**src/hdl/ssbc_pkg.sv**
```systemverilog
`timescale 1ns / 1ps
`default_nettype none

package ssbc_pkg;

    // Commutation sequence length
    localparam int unsigned NUM_STEPS = 6;

    // Operating modes
    localparam logic [2:0] MODE_IDLE  = 3'd0;
    localparam logic [2:0] MODE_ALIGN = 3'd1;
    localparam logic [2:0] MODE_READY = 3'd2;
    localparam logic [2:0] MODE_RAMP  = 3'd3;
    localparam logic [2:0] MODE_RUN   = 3'd4;

    // Input operations
    localparam logic [1:0] OP_TICK    = 2'd0;
    localparam logic [1:0] OP_CAPTURE = 2'd1;
    localparam logic [1:0] OP_ALIGN   = 2'd2;
    localparam logic [1:0] OP_STARTUP = 2'd3;

    // Phase codes
    localparam logic [1:0] PHASE_U = 2'd0;
    localparam logic [1:0] PHASE_V = 2'd1;
    localparam logic [1:0] PHASE_W = 2'd2;

    // Configuration register indexes
    localparam logic [2:0] CFG_ALIGN_DUTY      = 3'd0;
    localparam logic [2:0] CFG_ALIGN_TICKS     = 3'd1;
    localparam logic [2:0] CFG_RAMP_DUTY_START = 3'd2;
    localparam logic [2:0] CFG_RAMP_DUTY_END   = 3'd3;
    localparam logic [2:0] CFG_RAMP_DUTY_INC   = 3'd4;
    localparam logic [2:0] CFG_RAMP_PER_START  = 3'd5;
    localparam logic [2:0] CFG_RAMP_PER_FINAL  = 3'd6;
    localparam logic [2:0] CFG_RAMP_PER_DEC    = 3'd7;

    localparam logic [11:0] DUTY_MAX  = 12'hFFF;
    localparam logic [15:0] WRAP_BASE = 16'hFFFF;

    typedef struct packed {
        logic [1:0]  op;
        logic [1:0]  zc_phase;
        logic [15:0] capture_count;
    } in_item_t;

    typedef struct packed {
        logic [2:0]  mode;
        logic [1:0]  pwm_phase;
        logic [1:0]  sink_phase;
        logic [2:0]  enable_mask;
        logic [11:0] duty;
        logic [15:0] interval;
    } result_t;

    typedef struct packed {
        logic [11:0] align_duty;
        logic [15:0] align_ticks;
        logic [11:0] ramp_duty_start;
        logic [11:0] ramp_duty_end;
        logic [11:0] ramp_duty_increment;
        logic [15:0] ramp_period_start;
        logic [15:0] ramp_period_final;
        logic [15:0] ramp_period_decrement;
    } cfg_t;

    // PWM phase of each step: UV, UW, VW, VU, WU, WV
    function automatic logic [1:0] step_hi(input logic [2:0] s);
        case (s)
            3'd0, 3'd1: step_hi = PHASE_U;
            3'd2, 3'd3: step_hi = PHASE_V;
            3'd4, 3'd5: step_hi = PHASE_W;
            default:    step_hi = PHASE_U;
        endcase
    endfunction

    // Sink phase of each step
    function automatic logic [1:0] step_lo(input logic [2:0] s);
        case (s)
            3'd0, 3'd5: step_lo = PHASE_V;
            3'd1, 3'd2: step_lo = PHASE_W;
            3'd3, 3'd4: step_lo = PHASE_U;
            default:    step_lo = PHASE_V;
        endcase
    endfunction

    // One-hot floating phase of each step
    function automatic logic [2:0] step_float_mask(input logic [2:0] s);
        case (s)
            3'd0, 3'd3: step_float_mask = 3'b100;
            3'd1, 3'd4: step_float_mask = 3'b010;
            3'd2, 3'd5: step_float_mask = 3'b001;
            default:    step_float_mask = 3'b100;
        endcase
    endfunction

    // Advance the step modulo the sequence length
    function automatic logic [2:0] next_step(input logic [2:0] s);
        if (s >= 3'(NUM_STEPS - 1)) begin
            next_step = 3'd0;
        end else begin
            next_step = s + 3'd1;
        end
    endfunction

    // Add the duty increment while below the end value, saturate at full scale
    function automatic logic [11:0] grow_duty(input logic [11:0] duty,
                                              input logic [11:0] dend,
                                              input logic [11:0] inc);
        logic [12:0] sum;
        sum = {1'b0, duty} + {1'b0, inc};
        if (duty < dend) begin
            grow_duty = sum[12] ? DUTY_MAX : sum[11:0];
        end else begin
            grow_duty = duty;
        end
    endfunction

endpackage

`default_nettype wire

```
**src/hdl/ssbc_core.sv**
```systemverilog
`timescale 1ns / 1ps
`default_nettype none

module ssbc_core (
    input  wire                 aclk,
    input  wire                 aresetn,
    input  wire                 fire,
    input  ssbc_pkg::in_item_t  item,
    input  ssbc_pkg::cfg_t      cfg,
    output ssbc_pkg::result_t   res_next
);
    import ssbc_pkg::*;

    logic [2:0]  mode_reg, mode_next;
    logic [2:0]  step_reg, step_next;
    logic [11:0] duty_reg, duty_next;
    logic [15:0] period_reg, period_next;
    logic [15:0] countdown_reg, countdown_next;
    logic [2:0]  float_reg, float_next;
    logic [15:0] prev_cap_reg, prev_cap_next;
    logic [15:0] interval_reg, interval_next;
    logic        pending_reg, pending_next;
    logic        drive_reg, drive_next;

    logic        wait_done;
    logic [15:0] countdown_dec;
    logic [2:0]  ramp_s1;
    logic [11:0] ramp_d1;
    logic [15:0] period_sub;
    logic        cap_hit;

    // Countdown and ramp helpers
    assign wait_done     = (countdown_reg <= 16'd1);
    assign countdown_dec = countdown_reg - 16'd1;
    assign ramp_s1       = drive_reg ? next_step(step_reg) : step_reg;
    assign ramp_d1       = drive_reg ? grow_duty(duty_reg, cfg.ramp_duty_end,
                                                 cfg.ramp_duty_increment) : duty_reg;
    assign period_sub    = (period_reg > cfg.ramp_period_decrement)
                         ? period_reg - cfg.ramp_period_decrement : 16'd0;
    assign cap_hit       = (item.zc_phase != 2'd3) && float_reg[item.zc_phase];

    // Next state for the current beat
    always_comb begin
        mode_next      = mode_reg;
        step_next      = step_reg;
        duty_next      = duty_reg;
        period_next    = period_reg;
        countdown_next = countdown_reg;
        float_next     = float_reg;
        prev_cap_next  = prev_cap_reg;
        interval_next  = interval_reg;
        pending_next   = pending_reg;
        drive_next     = drive_reg;

        case (item.op)
            OP_TICK: begin
                if (mode_reg == MODE_ALIGN) begin
                    if (!wait_done) begin
                        countdown_next = countdown_dec;
                    end else begin
                        countdown_next = 16'd0;
                        drive_next     = 1'b0;
                        if (pending_reg) begin
                            pending_next   = 1'b0;
                            mode_next      = MODE_RAMP;
                            duty_next      = cfg.ramp_duty_start;
                            step_next      = 3'd0;
                            period_next    = cfg.ramp_period_start;
                            countdown_next = cfg.ramp_period_start;
                        end else begin
                            mode_next = MODE_READY;
                        end
                    end
                end else if (mode_reg == MODE_RAMP) begin
                    if (!wait_done) begin
                        countdown_next = countdown_dec;
                    end else if (period_reg > cfg.ramp_period_final) begin
                        step_next      = ramp_s1;
                        duty_next      = ramp_d1;
                        float_next     = step_float_mask(ramp_s1);
                        drive_next     = 1'b1;
                        period_next    = period_sub;
                        countdown_next = period_sub;
                    end else begin
                        // Last ramp commutation: advance once more, then float all
                        countdown_next = 16'd0;
                        step_next      = next_step(ramp_s1);
                        duty_next      = grow_duty(ramp_d1, cfg.ramp_duty_end,
                                                   cfg.ramp_duty_increment);
                        drive_next     = 1'b0;
                        float_next     = 3'b111;
                        mode_next      = MODE_RUN;
                    end
                end
            end
            OP_CAPTURE: begin
                if (cap_hit) begin
                    if (mode_reg == MODE_RUN) begin
                        step_next  = next_step(step_reg);
                        float_next = step_float_mask(next_step(step_reg));
                        drive_next = 1'b1;
                    end
                    if (item.zc_phase == PHASE_W) begin
                        if (item.capture_count >= prev_cap_reg) begin
                            interval_next = item.capture_count - prev_cap_reg;
                        end else begin
                            interval_next = WRAP_BASE - prev_cap_reg + item.capture_count;
                        end
                        prev_cap_next = item.capture_count;
                    end
                end
            end
            default: begin
                if (mode_reg == MODE_IDLE || mode_reg == MODE_READY) begin
                    pending_next   = (item.op == OP_STARTUP);
                    mode_next      = MODE_ALIGN;
                    step_next      = 3'd0;
                    float_next     = step_float_mask(3'd0);
                    drive_next     = 1'b1;
                    countdown_next = cfg.align_ticks;
                end
            end
        endcase
    end

    // Result fields from the updated state
    always_comb begin
        res_next.mode     = mode_next;
        res_next.interval = interval_next;
        if (drive_next) begin
            res_next.pwm_phase   = step_hi(step_next);
            res_next.sink_phase  = step_lo(step_next);
            res_next.enable_mask = (3'b001 << step_hi(step_next))
                                 | (3'b001 << step_lo(step_next));
            res_next.duty        = (mode_next == MODE_ALIGN) ? cfg.align_duty : duty_next;
        end else begin
            res_next.pwm_phase   = PHASE_U;
            res_next.sink_phase  = PHASE_U;
            res_next.enable_mask = 3'b000;
            res_next.duty        = 12'd0;
        end
    end

    // Commit state on each accepted beat
    always_ff @(posedge aclk) begin
        if (!aresetn) begin
            mode_reg      <= MODE_IDLE;
            step_reg      <= 3'd0;
            duty_reg      <= 12'd0;
            period_reg    <= 16'd0;
            countdown_reg <= 16'd0;
            float_reg     <= 3'b000;
            prev_cap_reg  <= 16'd0;
            interval_reg  <= 16'd0;
            pending_reg   <= 1'b0;
            drive_reg     <= 1'b0;
        end else if (fire) begin
            mode_reg      <= mode_next;
            step_reg      <= step_next;
            duty_reg      <= duty_next;
            period_reg    <= period_next;
            countdown_reg <= countdown_next;
            float_reg     <= float_next;
            prev_cap_reg  <= prev_cap_next;
            interval_reg  <= interval_next;
            pending_reg   <= pending_next;
            drive_reg     <= drive_next;
        end
    end

endmodule

`default_nettype wire

```
**src/hdl/six_step_bldc_commutator.sv**
```systemverilog
`timescale 1ns / 1ps
`default_nettype none
// The result is registered: it appears on m_data in the cycle after its beat is accepted.
// Throughput: one beat per cycle unless a held result waits on m_ready; the next state
// comes in one pass from state and input beat; the result register decouples m_ready.
// Reset (aresetn low, synchronous) returns the commutator to idle with the bridge off,
// clears all configuration registers and empties the result register.

module six_step_bldc_commutator (
    input  wire                 aclk,
    input  wire                 aresetn,
    input  wire                 s_valid,
    output logic                s_ready,
    input  ssbc_pkg::in_item_t  s_data,
    output logic                m_valid,
    input  wire                 m_ready,
    output ssbc_pkg::result_t   m_data,
    input  wire                 cfg_we,
    input  wire  [2:0]          cfg_index,
    input  wire  [15:0]         cfg_wdata
);
    import ssbc_pkg::*;

    cfg_t    cfg_reg;
    result_t res_next;
    result_t m_data_reg;
    logic    m_valid_reg;
    logic    fire;

    // Accept while the result register is empty or being drained
    assign s_ready = !m_valid_reg || m_ready;
    assign fire    = s_valid && s_ready;
    assign m_valid = m_valid_reg;
    assign m_data  = m_data_reg;

    // Configuration writes
    always_ff @(posedge aclk) begin
        if (!aresetn) begin
            cfg_reg <= '0;
        end else if (cfg_we) begin
            unique case (cfg_index)
                CFG_ALIGN_DUTY:      cfg_reg.align_duty            <= cfg_wdata[11:0];
                CFG_ALIGN_TICKS:     cfg_reg.align_ticks           <= cfg_wdata;
                CFG_RAMP_DUTY_START: cfg_reg.ramp_duty_start       <= cfg_wdata[11:0];
                CFG_RAMP_DUTY_END:   cfg_reg.ramp_duty_end         <= cfg_wdata[11:0];
                CFG_RAMP_DUTY_INC:   cfg_reg.ramp_duty_increment   <= cfg_wdata[11:0];
                CFG_RAMP_PER_START:  cfg_reg.ramp_period_start     <= cfg_wdata;
                CFG_RAMP_PER_FINAL:  cfg_reg.ramp_period_final     <= cfg_wdata;
                CFG_RAMP_PER_DEC:    cfg_reg.ramp_period_decrement <= cfg_wdata;
                default: ;
            endcase
        end
    end

    ssbc_core u_core (
        .aclk     (aclk),
        .aresetn  (aresetn),
        .fire     (fire),
        .item     (s_data),
        .cfg      (cfg_reg),
        .res_next (res_next)
    );

    // Result register: load on accept, drop valid once taken
    always_ff @(posedge aclk) begin
        if (!aresetn) begin
            m_valid_reg <= 1'b0;
        end else if (fire) begin
            m_valid_reg <= 1'b1;
        end else if (m_ready) begin
            m_valid_reg <= 1'b0;
        end
    end

    always_ff @(posedge aclk) begin
        if (fire) begin
            m_data_reg <= res_next;
        end
    end

endmodule

`default_nettype wire
```
**config.mk**
```make
export PLATFORM = sky130hd
export DESIGN_NAME = six_step_bldc_commutator
export DESIGN_NICKNAME = d
export VERILOG_FILES = /design/src/hdl/ssbc_pkg.sv /design/src/hdl/ssbc_core.sv /design/src/hdl/six_step_bldc_commutator.sv
export SDC_FILE = /design/constraint.sdc
export NUM_CORES = 1
export LEC_CHECK = 0
export BUFFER_PORTS_ARGS = -buffer_cell sky130_fd_sc_hd__buf_2
export CAP_MARGIN = 20
export CORE_UTILIZATION = 56
export DETAILED_ROUTE_END_ITERATION = 6
export PLACE_DENSITY_LB_ADDON = 0.08
export SLEW_MARGIN = 40
export SYNTH_ARGS = -nofsm -noshare
export SYNTH_HDL_FRONTEND = slang
export SYNTH_HIERARCHICAL = 1
export SYNTH_SLANG_ARGS = --single-unit
```
**constraint.sdc**
```tcl
create_clock -name aclk -period 4.5 [get_ports aclk]
set_clock_uncertainty 0.1 [all_clocks]
set_input_delay 0.9 -clock aclk [delete_from_list [all_inputs] [get_ports aclk]]
set_output_delay 0.9 -clock aclk [all_outputs]
set_load 0.01 [all_outputs]
```
Word-level counts from Yosys, hierarchy flattened
Index checks and enable logic that the tools add are counted.

Bitwise gates (word level): 2. Equality and inequality tests: 37. Order comparisons: 9. Add/sub/neg operators: 9. Reductions and logical operators: 34. Multiplexer cells: 87. Shift operators: 2.

Operators with widths (number): $mux 16 (18); $mux 12 (13); $mux 3 (28); $eq 3x3->1 const B (11); $gt 16x16->1 (2); $pmux 16 s2 (1); $sub 16x16->16 (2); $pmux 3 s2 (5); $add 12x12->13 (2); $eq 3x2->1 const B (8); $lt 12x12->1 (2); $eq 3x1->1 const B (6); $add 16x16->16 (1); $ge 16x16->1 (1); $le 16x1->1 const B (1); $reduce_and 2->1 (8); $reduce_or 2->1 (8); $sub 16x1->16 const B (1); $sub 16x16->16 const A (1); $mux 1 (15); $ne 2x1->1 const B (6); $pmux 2 s2 (2); $reduce_and 4->1 (2); $reduce_bool 2->1 (4); 22 further kinds (32).

Word-level logic and storage cells: 205. Bits in registers: 238. Output and inout bits: 40.

Logic depth before layout (Yosys ltp)
Gate-level depths: netlist of the first run.

Word-level depth: 16. Mapped depth: 23. Mapped depth without buffers: 22.

Modules after synthesis
The synthesis of the first run kept the hierarchy.

By module, submodules not included: ssbc_core (area an instance 9510.4 um^2, instances 1, cells an instance 1292); six_step_bldc_commutator (area an instance 5248.8 um^2, instances 1, cells an instance 431).

Worst setup path after synthesis of the first run
Ideal clock, no wire load.

Path kind: register -> register. From: register cfg_reg[48] (netlist bit). To: register m_data_reg, in the netlist m_data[26], data pin. Cell stages (with the launch flop): 24. Data arrival time: 4522 ps. Buffers on the path: 1. Data required time: 4136 ps. Setup slack: -387 ps. Library setup time: 264 ps. Cells stage by stage: dfxtp_1 > ha_1 > fa_1 > a211oi_1 > o21a_1 > o21ai_1 > a41o_1 > a211oi_1 > nand2_1 > clkbuf_1 > o22a_1 > ha_1 > inv_1 > fa_1 > nor2b_1 > o31ai_1 > a211oi_1 > nor2_1 > a211o_1 > or4b_4 > a21oi_2 > nand2_1 > o2111ai_1 > a31oi_1.

Longest elaborated chain between the ends: 13.

Ends and longest elaborated chain: from (decl) (line six_step_bldc_commutator.sv:24) `cfg_t cfg_reg;`; $add 12x12->13 (line ssbc_pkg.sv:110) `sum = {1'b0, duty} + {1'b0, inc};`; $mux 12 (line ssbc_pkg.sv:112) `grow_duty = sum[12] ? DUTY_MAX : sum[11:0];`; $mux 12 (line ssbc_pkg.sv:111) `if (duty < dend) begin`; $mux 12 (line ssbc_core.sv:36) `assign ramp_d1 = drive_reg ? grow_duty(duty_reg, cfg.ramp_duty_end,`; $add 12x12->13 (line ssbc_pkg.sv:110); $mux 12 (line ssbc_pkg.sv:112); $mux 12 (line ssbc_pkg.sv:111); $mux 12 (*) (line ssbc_core.sv:77) `end else if (period_reg > cfg.ramp_period_final) begin`; $mux 12 (*) (line ssbc_core.sv:75) `if (!wait_done) begin`; $mux 12 (*) (line ssbc_core.sv:74) `end else if (mode_reg == MODE_RAMP) begin`; $mux 12 (*) (line ssbc_core.sv:57) `if (mode_reg == MODE_ALIGN) begin`; $mux 12 (*) (line ssbc_core.sv:55) `case (item.op)`; $mux 12 (*) (line ssbc_core.sv:135) `res_next.duty = (mode_next == MODE_ALIGN) ? cfg.align_duty : duty_next;`; to (signal assigned) (line six_step_bldc_commutator.sv:77) `m_data_reg <= res_next;`; to (decl) (line six_step_bldc_commutator.sv:26) `result_t m_data_reg;`.

Mark *: on every way between the ends. The rest lies on a longest branch, timed or not. A chain may end at the register's enable or synchronous reset.

Worst setup path after layout of the first run
From: register u_core.duty_reg[1]. To: register m_data_reg, in the netlist m_data[16], data pin.

Longest elaborated chain between the ends: 13.

Ends and longest elaborated chain: from (decl) (line ssbc_core.sv:16) `logic [11:0] duty_reg, duty_next;`; from (signal assigned) (line ssbc_core.sv:160) `duty_reg <= duty_next;`; $add 12x12->13 (line ssbc_pkg.sv:110); $mux 12 (line ssbc_pkg.sv:112); $mux 12 (line ssbc_pkg.sv:111); $mux 12 (*) (line ssbc_core.sv:36); $add 12x12->13 (line ssbc_pkg.sv:110); $mux 12 (line ssbc_pkg.sv:112); $mux 12 (line ssbc_pkg.sv:111); $mux 12 (*) (line ssbc_core.sv:77); $mux 12 (*) (line ssbc_core.sv:75); $mux 12 (*) (line ssbc_core.sv:74); $mux 12 (*) (line ssbc_core.sv:57); $mux 12 (*) (line ssbc_core.sv:55); $mux 12 (*) (line ssbc_core.sv:135).

Marked as above.

==> flow_metrics.env, run 1 <==
export IMPL_hold_viol=0
export IMPL_clk_latency_ns=0.54
export IMPL_cp_arrival_ns=4.99
export IMPL_worst_hold_path_type="reg -> reg"
export IMPL_grt_usage_pct=30.20
export IMPL_syn_inst=1723
export IMPL_rows=59
export IMPL_drive_gt1_share_pct=17.71
export IMPL_cts_buffer_depth=3
export IMPL_place_inst=2147
export IMPL_synth_area_leaders="dfxtp_1 27%, ha_1 8.9%, mux2i_1 8.5%, edfxtp_1 7.7%, nand2_1 7.4%"
export IMPL_initial_core_util_pct=56.80
export IMPL_path_clk_slew_ns=0.06
export IMPL_fmax_ghz=0.2114
export IMPL_nets=2013
export IMPL_min_period_ns=4.730
export IMPL_die_area_um2=27010
export IMPL_stdcell_count=2215
export IMPL_grt_max_degree=133
export IMPL_tightest_slew_ns=0.7954
export IMPL_cts_root_buf="clkbuf_16"
export IMPL_syn_area_um2=14760
export IMPL_synthFlopType="dfxtp_1"
export IMPL_die_h_um=164.3
export IMPL_antennaDiodeCount=0
export IMPL_avgSynthCellArea_um2=8.566
export IMPL_largest_reg_flops=112
export IMPL_antenna_left=0
export IMPL_grt_use_met3_pct=4.798
export IMPL_rsz0062_at_grt="yes"
export IMPL_maxCapViolations=0
export IMPL_yosysTopAreaCellShare_pct=27.13
export IMPL_port_buffers=83
export IMPL_ys_seq_area_share_pct=34.86
export IMPL_totalWireLength_um=41260
export IMPL_ir_drop_uv=397.7
export IMPL_synth_edff_count=38
export IMPL_leakage_nw=7.581
export IMPL_cts_sinks=238
export IMPL_grt_pass1_wl_um=64390
export IMPL_use_met2_pct=48.06
export IMPL_die_w_um=164.3
export IMPL_cellPowerDensity_nw_per_um2=322.5
export IMPL_syn_to_final_growth_pct=17.68
export IMPL_finalSetupViolations=24
export IMPL_core_area_um2=25980
export IMPL_violations="negative setup slack"
export IMPL_grt_pass1_vias=12240
export IMPL_post_dp_hpwl_um=29500
export IMPL_synth_nets=1877
export IMPL_power_mw=5.601
export IMPL_status="finished with violations"
export IMPL_synthArstFlopShare_pct=0
export IMPL_cts_buffers=27
export IMPL_overflow=0
export IMPL_cts_tree="done"
export IMPL_htree_num_levels=1
export IMPL_period_share_pct=105.1
export IMPL_wl_per_cell_um=18.63
export IMPL_slew_violations=0
export IMPL_setup_slack_ns=-0.2298
export IMPL_grt_met1_usage_pct=42.04
export IMPL_synth_distinct_cells=87
export IMPL_cp_data_required_time_ns=4.76
export IMPL_gp_congestion=0.9209
export IMPL_crit_fanout=8
export IMPL_antenna_found_initial=0
export IMPL_cp_end_kind="register"
export IMPL_via_count=13180
export IMPL_startpoint_type="register"
export IMPL_path_class="reg -> reg"
export IMPL_synth_warning_count=6
export IMPL_ios=84
export IMPL_drtIter0Drc=892
export IMPL_viasPerCell=5.952
export IMPL_remaining_drc_errors=0
export IMPL_synth_area_leader_cell="dfxtp_1"
export IMPL_drt_first_pass_iters=5
export IMPL_slew_headroom_pct=46.98
export IMPL_ys_seq_elements=238
export IMPL_busiest_layer="met2"
-- worst max-delay path, stage by stage (launching register included) --
cell       delay, ns
dfxtp_1         0.43
ha_1            0.27
a21o_1          0.17
a2111oi_1       0.40
o21a_1          0.22
o31a_1          0.19
buf_4           0.19
o22a_1          0.18
ha_2            0.21
inv_2           0.05
fa_2            0.37
nor2b_2         0.19
o31ai_4         0.08
a211oi_2        0.26
nor2_1          0.07
a211o_1         0.32
buf_6           0.13
buf_6           0.12
and3b_1         0.17
o21a_1          0.20
o31ai_2         0.22
-- cell usage in the layout, fill, tap and decap left out, types with 7 or more instances in the layout --
cell type / synthesis / layout
a21boi_0: 30 / 29
edfxtp_1: 38 / 38
clkbuf_16: 0 / 27
nand4_1: 19 / 19
nor4_1: 7 / 7
dfxtp_1: 200 / 198
a31oi_1: 11 / 10
mux2i_1: 125 / 125
o31ai_1: 13 / 9
and2_1: 9 / 8
o21a_1: 15 / 15
o21ai_0: 83 / 81
or3_1: 10 / 10
ha_1: 105 / 96
o211ai_1: 23 / 23
xnor2_1: 34 / 34
buf_2: 20 / 82
a21o_1: 28 / 28
nand3_1: 52 / 52
buf_4: 1 / 108
buf_6: 2 / 10
a21oi_1: 84 / 79
nand2b_1: 21 / 21
inv_1: 96 / 95
xor2_1: 28 / 28
nor2b_1: 21 / 20
o211a_1: 10 / 10
o22a_1: 18 / 16
ha_4: 0 / 7
a32o_1: 12 / 12
nor2_1: 75 / 71
and3_1: 12 / 8
nor3_1: 25 / 23
nand2_1: 291 / 288
-- power breakdown --
part	leakage, nW	switching [mW]	total [mW]	internal [mW]
Sequential	2.00	0.0417	2.26	2.22
Clock	0.441	0.907	2.24	1.33
Combinational	5.14	0.656	1.10	0.445
Total	7.58	1.60	5.60	4.00
-- metal layers --
metal | vias up | wire length (µm)
met3 | 82 | 2763
met2 | 449 | 18400
met1 | 6244 | 19020
met5 | - | 0
li1 | 6409 | -
met4 | 0 | 1072
-- final timing paths --
path                                  startpoint                                  end  slack, ns  cells past startpoint
min reg2reg  u_core/prev_cap_reg[5]$_SDFFE_PN0P_  u_core/prev_cap_reg[5]$_SDFFE_PN0P_       0.35                      2
max              u_core/duty_reg[1]$_SDFFE_PN0P_                 m_data[16]$_DFFE_PP_      -0.23                     20
min          u_core/prev_cap_reg[5]$_SDFFE_PN0P_  u_core/prev_cap_reg[5]$_SDFFE_PN0P_       0.35                      2
max reg2reg      u_core/duty_reg[1]$_SDFFE_PN0P_                 m_data[16]$_DFFE_PP_      -0.23                     20
-- cell usage after synthesis (5+ instances only) --
library cell / instances
nand2_1: 291
dfxtp_1: 200
mux2i_1: 125
ha_1: 105
inv_1: 96
a21oi_1: 84
o21ai_0: 83
nor2_1: 75
clkbuf_1: 70
nand3_1: 52
edfxtp_1: 38
xnor2_1: 34
a21boi_0: 30
a21o_1: 28
xor2_1: 28
nor3_1: 25
o211ai_1: 23
nand2b_1: 21
nor2b_1: 21
buf_2: 20
nand4_1: 19
o22a_1: 18
o21a_1: 15
o31ai_1: 13
a32o_1: 12
and3_1: 12
a31oi_1: 11
o211a_1: 10
or3_1: 10
a211oi_1: 9
and2_1: 9
nor4_1: 7
o2111ai_1: 7
mux2_2: 6
o21ai_1: 6
o221ai_1: 6
o22ai_1: 6
a211o_1: 5
fa_1: 5
nand3b_1: 5
nand4b_1: 5
-- area by class of cell --
class	count	area [µm²]
Tap cell	335	419.2
Multi-Input combinational cell	1295	9188
Clock buffer	36	739.5
Clock inverter	14	161.4
Fill cell	2161	8616
Sequential cell	238	5147
Timing Repair Buffer	201	1354
Inverter	96	360.3
-- metrics by stage --
| step | TNS, ns | utilization [%] | instance area (µm²) | setup slack, ns | hold slack (ns) |
|---|---|---|---|---|---|
| finish | -2.392 | 66.84 | 17370 | -0.2298 | 0.3548 |
| floorplan | 0 | - | 14800 | 0.004656 | 0.3304 |
| global placement | -1.546 | 61.62 | 16010 | -0.2035 | 0.3391 |
| detailed placement | -3.054 | 61.72 | 16040 | -0.2746 | 0.3487 |
| CTS | -2.104 | 66.50 | 17280 | -0.1911 | 0.3579 |
| global route | -6.819 | 66.84 | 17370 | -0.4062 | 0.3742 |
-- logic make-up (layout without fill, tap and decap cells) --
family / count (synthesis) / count (layout) / synth area share, %
buffers and inverters: 190 / 347 / 5.129
muxes: 131 / 131 / 8.935
DFF: 238 / 238 / 34.86
AOI/OAI and AO/OA: 406 / 406 / 18.84
xor gates and xnor gates: 62 / 62 / 3.679
and+or+nand+nor: 586 / 586 / 18.98
adders and majority gates: 110 / 110 / 9.580
-- what timing repair did --
action,CTS,global route
endpoints found under the hold margin,0,0
pin swaps,37,25
hold buffers,0,0
gates resized for setup,47,14
buffers inserted,14,5
gates cloned,1,0
setup endpoints to repair,24,24
Power figures use the tool's default switching activity.
==> run 2, diff against run 1 <==
--- a/config.mk
+++ b/config.mk
@@ -7,6 +7,7 @@
 export LEC_CHECK = 0
 export BUFFER_PORTS_ARGS = -buffer_cell sky130_fd_sc_hd__buf_2
 export CAP_MARGIN = 20
+export CORE_ASPECT_RATIO = 1.25
 export CORE_UTILIZATION = 56
 export DETAILED_ROUTE_END_ITERATION = 6
 export PLACE_DENSITY_LB_ADDON = 0.08
==> run 2 against run 1 <==
Net effect: the flow still finishes with violations (negative setup slack); worst hold slack better by 0.0014 ns; count of clock-buffer cells in the layout fell by 3; register-to-register slack better by 0.17 ns; routed wire length grew 0.12%; cell area increased by 0.29%; critical path type unchanged; highest routed layer unchanged.
==> flow_metrics.env, run 2 (synthesis gave the netlist of run 1 again) <==
export IMPL_grt_pass1_vias=12360
export IMPL_worst_hold_path_type="reg -> reg"
export IMPL_cp_end_kind="register"
export IMPL_grt_pass1_wl_um=65540
export IMPL_largest_reg_flops=112
export IMPL_antenna_found_initial=0
export IMPL_timing_rr_end="m_data[26]$_DFFE_PP_"
export IMPL_wl_per_cell_um=18.73
export IMPL_hold_buffers=0
export IMPL_slowest_delay_ns=0.48
export IMPL_maxCapViolations=0
export IMPL_regToRegSetupSlack_ns=-0.06
export IMPL_ios=84
export IMPL_hold_viol=0
export IMPL_p_int_mw=4.211
export IMPL_cp_arrival_ns=4.74
export IMPL_power_frac_comb_pct=19.7
export IMPL_die_h_um=183.5
export IMPL_p_clk_share_pct=41.4
export IMPL_cts_buffer_depth=3
export IMPL_multiInputGateArea_um2=9261
export IMPL_hold_depth=2
export IMPL_core_area_um2=25930
export IMPL_initial_core_util_pct=56.92
export IMPL_drtIter0Drc=703
export IMPL_slew_headroom_pct=44.68
export IMPL_grt_usage_pct=30.37
export IMPL_rsz0062_at_grt="yes"
export IMPL_critical_path_buf_inv_count=1
export IMPL_cts_buffers=26
export IMPL_p_sw_mw=1.602
export IMPL_fill_cells=2224
export IMPL_regArea_um2=5149
export IMPL_cts_sinks=238
export IMPL_power_mw=5.813
export IMPL_crit_fanout=5
export IMPL_nets=2002
export IMPL_antennaDiodeCount=0
export IMPL_seq_power_share_pct=38.9
export IMPL_cellPowerDensity_nw_per_um2=333.7
export IMPL_status="finished with violations"
export IMPL_drt_first_pass_iters=5
export IMPL_finalSetupViolations=5
export IMPL_r2r_start="u_core/duty_reg[0]$_SDFFE_PN0P_"
export IMPL_remaining_drc_errors=0
export IMPL_fmax_ghz=0.2192
export IMPL_syn_to_final_growth_pct=18.02
export IMPL_totalWireLength_um=41310
export IMPL_port_buffers=83
export IMPL_sw_frac_of_total_pct=27.57
export IMPL_cp_data_required_time_ns=4.68
export IMPL_antenna_left=0
export IMPL_place_ws_ns=-0.1872
export IMPL_overflow=0
export IMPL_period_share_pct=101.4
export IMPL_ir_drop_uv=312.0
export IMPL_clk_latency_ns=0.54
export IMPL_startpoint_type="register"
export IMPL_viasPerCell=5.953
export IMPL_die_area_um2=27010
export IMPL_die_w_um=147.2
export IMPL_drive_gt1_share_pct=17.90
export IMPL_tightest_slew_ns=0.8278
export IMPL_hp_start="cfg_reg[89]$_SDFFE_PN0P_"
export IMPL_gp_congestion=0.9180
export IMPL_path_clk_slew_ns=0.06
export IMPL_path_class="reg -> reg"
export IMPL_worst_path_most_repeated_cell="a211oi_2"
export IMPL_hold_path_end="cfg_reg[89]$_SDFFE_PN0P_"
export IMPL_grt_max_degree=75
export IMPL_path_delay_family="compound AO/OA/AOI/OAI gates"
export IMPL_min_period_ns=4.561
export IMPL_post_dp_hpwl_um=29880
export IMPL_htree_num_levels=1
export IMPL_worst_path_max_delay_cell="or4b_4"
export IMPL_worstPathCellList="ha_4 > fa_2 > a211oi_2 > o21a_1 > o21ai_2 > a41o_1 > a211oi_2 > nand2_2 > o22a_1 > ha_2 > inv_2 > fa_2 > nor2b_2 > o31ai_4 > a211oi_2 > nor2_1 > a211o_1 > or4b_4 > a21oi_4 > nand2_2 > o2111ai_2 > a31oi_1"
export IMPL_worstRegToRegCells=22
export IMPL_leakage_nw=7.570
export IMPL_final_common_cell="nand2_1"
export IMPL_via_count=13130
export IMPL_cts_tree="done"
export IMPL_rows=66
export IMPL_setup_slack_ns=-0.06125
export IMPL_slew_violations=0
export IMPL_stdcell_area_um2=17420
export IMPL_most_common_layout_cells="287 x nand2_1, 197 x dfxtp_1, 124 x mux2i_1, 103 x buf_4, 95 x inv_1"
export IMPL_place_area_um2=15900
export IMPL_violations="negative setup slack"
export IMPL_cts_root_buf="clkbuf_16"
==> run 2: changes by cell type in the layout (fill, tap and decap cells not counted), sizes merged <==
cell	change
bufinv	+3
buf	-10
clkinvlp	-1
inv	-2
clkinv	-1
clkbuf	-3
==> run 2: cell type report <==
type,instances,area share (%)
multi-input cells,1295,53.17
flip-flops and latches,238,29.56
repair buffers,191,7.183
clock buffers,33,4.303
well taps,340,2.442
inverters,96,2.069
clock inverters,13,1.279
==> run 2: through the flow <==
stage | utilization [%] | cells | setup TNS [ns] | hold slack [ns]
2_1_floorplan | - | 1723 | 0 | 0.3304
3_3_place_gp | 61.23 | 2133 | -0.2580 | 0.3424
3_5_place_dp | 61.32 | 2135 | -1.303 | 0.3478
4_1_cts | 66.44 | 2199 | -0.3772 | 0.3587
5_1_grt | 67.18 | 2206 | -2.740 | 0.3757
6_report | 67.18 | 2206 | -0.1660 | 0.3562
==> run 2: worst max-delay path by stage <==
stage,from,to,slack [ns],cells past startpoint
2_1_floorplan,u_core/duty_reg[0]$_SDFFE_PN0P_,m_data[26]$_DFFE_PP_,0.005,23
3_3_place_gp,cfg_reg[48]$_SDFFE_PN0P_,m_data[26]$_DFFE_PP_,-0.06,21
3_5_place_dp,cfg_reg[48]$_SDFFE_PN0P_,m_data[25]$_DFFE_PP_,-0.19,21
4_1_cts,u_core/duty_reg[0]$_SDFFE_PN0P_,m_data[25]$_DFFE_PP_,-0.08,20
5_1_grt,u_core/duty_reg[0]$_SDFFE_PN0P_,m_data[25]$_DFFE_PP_,-0.23,22
6_report,u_core/duty_reg[0]$_SDFFE_PN0P_,m_data[26]$_DFFE_PP_,-0.06,22
==> run 2: worst reg2reg max path, delay by kind of cell, from the launching register on <==
kind | cells | cell delay, ns
and+or+nand+nor | 5 | 0.89
adders and majority gates | 4 | 0.96
buffers and inverters | 1 | 0.06
DFF | 1 | 0.33
AOI/OAI and AO/OA | 12 | 1.97
==> run 2: power groups by stage <==
stage | registers (mW) | logic (mW) | clock network (mW)
4_1_cts | 2.26 | 1.08 | 2.43
3_5_place_dp | 2.31 | 0.991 | 0
3_3_place_gp | 2.31 | 0.980 | 0
6_report | 2.26 | 1.15 | 2.40
5_1_grt | 2.27 | 1.25 | 2.51
2_1_floorplan | 2.30 | 0.681 | 0
==> run 2: metal layers <==
| metal | vias to the layer above | global-route usage [%] | wire length, µm |
|---|---|---|---|
| met5 | - | 0 | 0 |
| li1 | 6392 | - | - |
| met3 | 69 | 3.747 | 2465 |
| met1 | 6270 | 39.88 | 18110 |
| met2 | 402 | 51.92 | 19740 |
| met4 | 0 | 9.155 | 992 |
==> run 2: repair_timing <==
item,4_1_cts,5_1_grt
setup endpoints to repair,21,24
setup buffers,18,7
resized for setup,47,27
pin swaps,47,34
